<file path="config.mk">
export PLATFORM = sky130hd
export DESIGN_NAME = wsdp_mod
export DESIGN_NICKNAME = d
export VERILOG_FILES = /design/src/rtl/work_stealing_deque_pool_macros.svh /design/src/rtl/wsdp_pkg.sv /design/src/rtl/wsdp_mod.sv
export SDC_FILE = /design/constraint.sdc
export NUM_CORES = 1
export LEC_CHECK = 0
export BUFFER_PORTS_ARGS = -buffer_cell sky130_fd_sc_hd__buf_2
export CAP_MARGIN = 20
export CORE_MARGIN = 2
export CORE_UTILIZATION = 58
export DETAILED_ROUTE_END_ITERATION = 10
export GPL_TIMING_DRIVEN = 0
export HOLD_SLACK_MARGIN = 0.06
export PLACE_DENSITY = 0.86
export SYNTH_ARGS = -nofsm -noshare
export SYNTH_HDL_FRONTEND = slang
export SYNTH_SLANG_ARGS = --single-unit
</file>
<file path="constraint.sdc">
create_clock -name i_clk -period 5.99 [get_ports i_clk]
set_clock_uncertainty 0.15 [all_clocks]
set_input_delay 0.8985 -clock i_clk [delete_from_list [all_inputs] [get_ports i_clk]]
set_output_delay 0.8985 -clock i_clk [all_outputs]
set_load 0.01 [all_outputs]
</file>
<file path="src/rtl/work_stealing_deque_pool_macros.svh">
// assertion macros for the work stealing deque pool
`ifndef WORK_STEALING_DEQUE_POOL_MACROS_SVH
`define WORK_STEALING_DEQUE_POOL_MACROS_SVH

`ifndef SYNTH
// same cycle implication
`define WSDP_ASSERT_IMP(lbl, clk, rstn, ante, cons) \
    lbl: assert property (@(posedge clk) disable iff (!rstn) (ante) |-> (cons)) \
        else $error("deque pool check failed");
// next cycle implication
`define WSDP_ASSERT_NXT(lbl, clk, rstn, ante, cons) \
    lbl: assert property (@(posedge clk) disable iff (!rstn) (ante) |=> (cons)) \
        else $error("deque pool check failed");
`else
`define WSDP_ASSERT_IMP(lbl, clk, rstn, ante, cons)
`define WSDP_ASSERT_NXT(lbl, clk, rstn, ante, cons)
`endif

`endif

</file>
<file path="src/rtl/wsdp_pkg.sv">
// shared constants and types of the work stealing deque pool
package wsdp_pkg;

    localparam int FUNC_W      = 2;
    localparam int IDX_W       = 3;
    localparam int HANDLE_W    = 16;
    localparam int PICK_W      = 8;
    localparam int STATUS_W    = 2;
    localparam int FROM_W      = 3;
    localparam int WCNT_W      = 4;
    localparam int IN_TDATA_W  = 32;
    localparam int OUT_TDATA_W = 24;
    localparam int OUT_TUSER_W = 3;

    localparam logic [FUNC_W-1:0] FN_SUBMIT = 2'd0;
    localparam logic [FUNC_W-1:0] FN_FETCH  = 2'd1;
    localparam logic [FUNC_W-1:0] FN_SCAN   = 2'd2;

    localparam logic [STATUS_W-1:0] ST_PUSHED  = 2'd0;
    localparam logic [STATUS_W-1:0] ST_DROPPED = 2'd1;
    localparam logic [STATUS_W-1:0] ST_TAKEN   = 2'd2;
    localparam logic [STATUS_W-1:0] ST_NONE    = 2'd3;

    typedef struct packed {
        logic              start;
        logic [PICK_W-1:0] dividend;
        logic [WCNT_W-1:0] divisor;
    } t_mod_req;

endpackage

</file>
<file path="src/rtl/wsdp_mod.sv">
// bit serial remainder of the random pick by a divisor derived from the worker count
module wsdp_mod
    import wsdp_pkg::*;
(
    input  logic              i_clk,
    input  logic              i_rst_n,
    input  t_mod_req          i_req,
    output logic              o_valid,
    output logic [WCNT_W-1:0] o_rem
);

    localparam int CNT_W = $clog2(PICK_W);

    logic              r_run, n_run;
    logic              r_valid, n_valid;
    logic [CNT_W-1:0]  r_cnt, n_cnt;
    logic [PICK_W-1:0] r_q, n_q;
    logic [WCNT_W-1:0] r_rem, n_rem;
    logic [WCNT_W-1:0] r_div, n_div;
    logic [WCNT_W:0]   trial;

    always_comb begin
        n_run   = r_run;
        n_valid = r_valid;
        n_cnt   = r_cnt;
        n_q     = r_q;
        n_rem   = r_rem;
        n_div   = r_div;
        trial   = {r_rem, r_q[PICK_W-1]};
        if (trial >= {1'b0, r_div}) begin
            trial = trial - {1'b0, r_div};
        end
        if (i_req.start) begin
            n_run   = 1'b1;
            n_valid = 1'b0;
            n_cnt   = CNT_W'(PICK_W - 1);
            n_q     = i_req.dividend;
            n_rem   = '0;
            n_div   = i_req.divisor;
        end else if (r_run) begin
            n_rem = trial[WCNT_W-1:0];
            n_q   = {r_q[PICK_W-2:0], 1'b0};
            if (r_cnt == '0) begin
                n_run   = 1'b0;
                n_valid = 1'b1;
            end else begin
                n_cnt = r_cnt - 1'b1;
            end
        end
    end

    always_ff @(posedge i_clk) begin
        if (!i_rst_n) begin
            r_run   <= 1'b0;
            r_valid <= 1'b0;
        end else begin
            r_run   <= n_run;
            r_valid <= n_valid;
        end
        r_cnt <= n_cnt;
        r_q   <= n_q;
        r_rem <= n_rem;
        r_div <= n_div;
    end

    assign o_valid = r_valid;
    assign o_rem   = r_rem;

endmodule

</file>
==> metrics.txt, run 1 <==
Max transition margin 67.2%; dpl ws 3880 ps; vias between 700 and 800; gpl congestion 0.819; Yosys reg bits 21; register area 541 um^2; RR Startpoint r_q[7]$_DFFE_PP_; register area share after synthesis between 40% and 50%; crit path launch type flop; Arr. time, crit path 2170 ps; Remaining DRCs 0; top-area cell type share of the netlist area 32.6%; leading area contributor after synthesis edfxtp_1; Die H 47.6 um; core area 0.00176 mm^2; CTS root buf clkbuf_4; Setup WS post-layout 3860 ps; Final Routed Wirelength about 1.9 mm; Area contributors post-synth edfxtp_1 33%, dfxtp_1 16%, mux2_2 7.1%; Worst-Skew Late Latency 290 ps; top-count cell post-synth inv_1; Max-cap violations 0; leakage power of the design about 0.56 nW; Avg Inst Size Synth approximately 12 um^2; global-route wire length before repair roughly 2.9 mm; Worst VDD drop approximately 0.22 mV; number of global-route vias before repair 721; min-delay worst type reg -> reg; Post-CTS Setup Bufs 0; grt ovf 0; FP Rows 15; Async S/R FF share, synth 0%; status completed; area of the multi-input gates 482 um^2; Crit. End Element flop; Worst R2R End o_rem[2]$_SDFFE_PP0P_; min Tclk post-route ~2100 ps; setup tns final 0 ps; post-layout total power roughly 0.32 mW; antenna violations before repair 0; synthesis warning total 0; Via density 5.40; antenna cells 0; Filler cells ~140; Initial Utilization 62.6%; total track usage 18.3%; Fmax achieved 0.471 GHz; WHS Endpoint o_rem[3]$_SDFFE_PP0P_; die area roughly 0.0023 mm^2; Slew @ Worst Pin just under 500 ps; Hold WS roughly 330 ps; Min-Delay Path Depth 2; crit-path max FO 4; dpl hpwl 1.49 mm; DR pass1 iterations 4; number of routed nets with antenna violations 0; ys flop type edfxtp_1; Final nets 141; clock-pin transition on the worst setup and hold timing paths around 110 ps; DRT iter0 DRCs 13; Crit path required time 6040 ps; # hold bufs at CTS 0; port buffer count 19; Distinct cells, synth 34; Layout area overhead 13.8%; Setup Crit Path Kind reg -> reg; Die W roughly 48 um; routed len/inst 13.0 um; Finish-stage setup viols 0; CTS H-tree depth 1; pwr dens 254 mW/mm^2; fin. max-slew vios 0; CTS Buf Count 3; cells on worst reg2reg path 6; Sink Count 21; RSZ-0062 raised after global routing no; R2R Setup Slk about 3900 ps; largest net degree at the start of global routing 12; Post-synth EDFFs 12; Post-Syn Nets 117; Cell Area, Synth roughly 0.0011 mm^2; CTS tree yes; post-cts sizing count 0; fin crit share 35.5%; Syn Inst Count 95; final hold vios 0; Worst Min Path Start o_rem[3]$_SDFFE_PP0P_; top cells by count, synth 13 x inv_1, 12 x edfxtp_1, 9 x dfxtp_1; Longest Clk Path Bufs 2; layout cells sized above 1 33.1%; I/O pins 20
[cell families (layout without fill, tap and decap cells)]
group                      Yosys count  in the layout  synth area share [%]
AOI/OAI and AO/OA                   20             20                  15.1
DFF                                 21             21                  48.9
muxes                                7              7                  7.14
adders and majority gates            7              7                  8.61
buffers and inverters               16             39                  7.47
and+or+nand+nor                     22             22                  11.2
xor gates and xnor gates             2              2                  1.59
[per-layer routing]
metal	track usage, %	share of wire (%)	wire [um]	up-vias
met3	2.64	4.0	74	2
met4	7.03	0.76	14	0
met5	0	0	0	-
li1	-	-	-	387
met2	31.4	50	928	23
met1	23.4	45	835	360
[metrics by stage]
| stage | utilization [%] | instances | area (um^2) |
|---|---|---|---|
| after detailed placement | 69.8 | 139 | 1230 |
| after global routing | 71.3 | 143 | 1260 |
| after global placement | 69.8 | 139 | 1230 |
| after floorplan | - | 95 | 1100 |
| after CTS | 71.3 | 143 | 1260 |
| final | 71.3 | 143 | 1260 |
[area by class of cell]
class / instances / share of cell area, %
Tap cell: 25 / 2.49
Clock buffer: 4 / 2.09
Sequential cell: 21 / 43.0
Timing Repair Buffer: 19 / 7.56
Multi-Input combinational cell: 58 / 38.3
Buffer: 3 / 2.69
Inverter: 13 / 3.88
[critical path, stage by stage, from the launching register on]
cell and delay (ps):
edfxtp_1 410, inv_1 80, ha_1 230, or2b_1 280, a2111oi_4 440, nor3_2 100, a2111oi_2 350
[power by group]
part,leakage [nW],switching (mW),internal [mW]
sequential,0.195,0.00646,0.167
combinational,0.352,0.0417,0.0402
clock,0.0150,0.0389,0.0258
total,0.562,0.0870,0.233
[flip-flops by register name, indices dropped and copies added, names as in the netlist]
signal   count
r_q          8
r_cnt        3
o_valid      1
o_rem        4
r_run        1
r_div        4
[worst max-delay path by stage]
stage	from	to	slack, ps	cells past startpoint
after detailed placement	i_req[12]	r_q[0]$_SDFFCE_PN0P_	3880	4
after global routing	r_q[7]$_DFFE_PP_	o_rem[0]$_SDFFE_PP0P_	3740	6
after global placement	i_req[12]	r_q[6]$_DFFE_PP_	3920	4
after CTS	r_q[7]$_DFFE_PP_	o_rem[2]$_SDFFE_PP0P_	3860	6
final	r_q[7]$_DFFE_PP_	o_rem[2]$_SDFFE_PP0P_	3860	6
after floorplan	r_q[7]$_DFFE_PP_	o_rem[2]$_SDFFE_PP0P_	4010	6
[cells in the final DEF, fill, tap and decap left out, types with 2 or more instances in the layout]
cell	Yosys	routed
nand2_1	6	6
clkbuf_4	0	3
buf_6	3	3
a311oi_1	3	3
nor2_1	4	4
ha_1	6	6
buf_2	0	19
edfxtp_1	12	12
o21ai_0	4	4
dfxtp_1	9	9
mux2_2	7	7
or2b_1	2	2
a21oi_1	4	4
inv_1	13	13
Power figures use the tool's default switching activity.
==> run 2: changes to the inputs <==
- CORE_UTILIZATION: 58 -> 53
- PLACE_DENSITY: 0.86 -> 0.79
- clock period: 5.99 -> 2.25 ns (I/O delays scaled with it)
==> run 2 against run 1 <==
Cell area increased by 3.5%; clock-buffer cell count shrank 1; final cell count increased by 4.2%; wire length up 5.8%; utilization fell by 5.0 points; first-iteration DRC count decreased by 23%; sequential cell count is the same; combinational power grew to 2.8 times the previous value; clock power grew to 2.7 times the previous value; critical endpoint unchanged; largest cell class unchanged; largest power group unchanged.
==> metrics.txt, run 2 (synthesized netlist as in run 1, its figures left out) <==
antenna violations before repair 0 (unchanged); Reg with most FFs r_q; total track usage 17.8% (-0.46 points); Worst-Skew Late Latency 290 ps (about the same); Slew @ Worst Pin 500 ps (+13.0 ps); Max-cap violations 0 (unchanged); Initial Utilization 56.3% (-6.3 points); Finish-stage setup viols 0 (unchanged); number of flip-flops in the largest register 8 (unchanged); gpl congestion 0.791 (-3.5%); leakage power of the design 0.581 nW (+3.4%); I/O pins 20 (unchanged); Die H 49.7 um (+4.2%); Post-CTS Setup Bufs 0 (unchanged); core area 0.00196 mm^2 (+11%); crit-path max FO 4 (unchanged); port buffer count 19 (unchanged); vias 783 (+1.4%); crit path launch type flop; Flop pwr share 53.4% (-0.7 points); die area 0.00247 mm^2 (+8.6%); dpl ws 141 ps (-3740 ps); Longest Clk Path Bufs 2 (unchanged); Sw Ratio 27.9% (+0.67 points); global-route wire length before repair 3.38 mm (+18%); largest net degree at the start of global routing 13 (+1); fin. max-slew vios 0 (unchanged); number of routed nets with antenna violations 0 (unchanged); Crit. End Element flop; pwr dens 663 mW/mm^2 (+160%); grt ovf 0 (unchanged); number of global-route vias before repair 776 (+7.6%); Remaining DRCs 0 (unchanged); layout cells sized above 1 32.8% (-0.26 points); min Tclk post-route 2080 ps (-43.6 ps); Max transition margin 66.3% (-0.87 points); most frequent cells in the layout 19 x buf_2, 13 x inv_1, 12 x edfxtp_1, 9 x dfxtp_1, 7 x mux2_2; Arr. time, crit path 2130 ps (-40 ps); DRT iter0 DRCs 10 (-3); DR pass1 iterations 4 (unchanged); Final Routed Wirelength 1.96 mm (+5.8%); Setup Crit Path Kind reg -> reg; routed len/inst 13.2 um (+1.6%); Filler cells 171 (+23%); clock-pin transition on the worst setup and hold timing paths 110 ps (about the same); Layout area overhead 17.8%; Internal 0.623 mW (+170%); Via density 5.26 (-2.7%); FP Rows 16 (+1); dpl hpwl 1.53 mm (+2.8%); Die W 49.7 um (+4.2%); Final nets 145 (+2.8%); final hold vios 0 (unchanged); Setup WS post-layout 168 ps (-3700 ps); logic gate share of total power 26.3% (+0.7 points); CTS H-tree depth 1 (unchanged); Worst VDD drop 0.486 mV (+120%); antenna cells 0 (unchanged); fin crit share 92.5% (+57 points); CTS Buf Count 3 (unchanged); part of the power in the clock network 20.2% (about the same); min-delay worst type in -> reg; status completed; Fmax achieved 0.480 GHz (+2.1%); Sink Count 21 (unchanged); P_sw 0.241 mW (+180%); post-cts sizing count 0 (unchanged); CTS root buf clkbuf_4; CTS tree yes; Crit path required time 2300 ps (-3740 ps); setup tns final 0 ps (unchanged); most common cell after layout, fill and taps aside buf_2
==> run 2: layout make-up <==
type	instances	area [um^2]	share of cell area, %
inverter	13	48.8	3.75
tap	27	33.8	2.60
multi-input combinational	58	482	37.0
clock inverter	1	5.00	0.385
clock buffer	3	22.5	1.73
timing repair buffer	23	135	10.4
sequential	21	541	41.5
buffer	3	33.8	2.60
==> run 2: path summary, 6_finish.rpt <==
kind / cells past startpoint / slack (ps) / startpoint / to
max: 6 / 170 / r_q[7]$_DFFE_PP_ / o_rem[2]$_SDFFE_PP0P_
min: 2 / 140 / i_rst_n / r_run$_SDFF_PN0_
min reg2reg: 2 / 330 / o_rem[3]$_SDFFE_PP0P_ / o_rem[3]$_SDFFE_PP0P_
max reg2reg: 6 / 170 / r_q[7]$_DFFE_PP_ / o_rem[2]$_SDFFE_PP0P_
==> run 2: per-layer routing <==
layer | wire, um | GRT usage [%] | vias to the layer above | share of wire, %
met4 | 14 | 4.17 | 0 | 0.71
met3 | 51 | 3.03 | 2 | 2.6
met5 | 0 | 0 | - | 0
li1 | - | - | 397 | -
met2 | 1020 | 30.4 | 12 | 52
met1 | 870 | 23.5 | 372 | 44
==> run 2: metrics by stage <==
| step | instance area (um^2) | utilization [%] | cells | power, mW | hold WS (ps) |
|---|---|---|---|---|---|
| final | 1300 | 66.3 | 149 | 0.863 | 145 |
| after CTS | 1290 | 65.8 | 148 | 0.870 | 62.2 |
| after global placement | 1230 | 62.9 | 141 | 0.680 | 302 |
| after global routing | 1300 | 66.3 | 149 | 0.920 | 156 |
| after floorplan | 1100 | - | 95 | 0.633 | 286 |
| after detailed placement | 1230 | 62.9 | 141 | 0.692 | 316 |
==> run 2: worst max-delay path, cell delays in order, from the launching register on <==
cell,delay (ps)
edfxtp_1,400
inv_1,70
ha_1,230
or2b_1,280
a2111oi_4,400
nor3_2,110
a2111oi_2,350
==> run 2: power groups by stage <==
| stage | Sequential [mW] | Clock [mW] | Combinational (mW) |
|---|---|---|---|
| 6_report | 0.461 | 0.175 | 0.227 |
| 5_1_grt | 0.466 | 0.197 | 0.257 |
| 4_1_cts | 0.461 | 0.181 | 0.227 |
| 3_5_place_dp | 0.470 | 0 | 0.222 |
| 3_3_place_gp | 0.468 | 0 | 0.212 |
| 2_1_floorplan | 0.469 | 0 | 0.164 |
==> run 2: what timing repair did <==
action                     4_1_cts  5_1_grt
hold endpoints to repair         3        1
hold buffers                     3        1
setup endpoints to repair        0        3
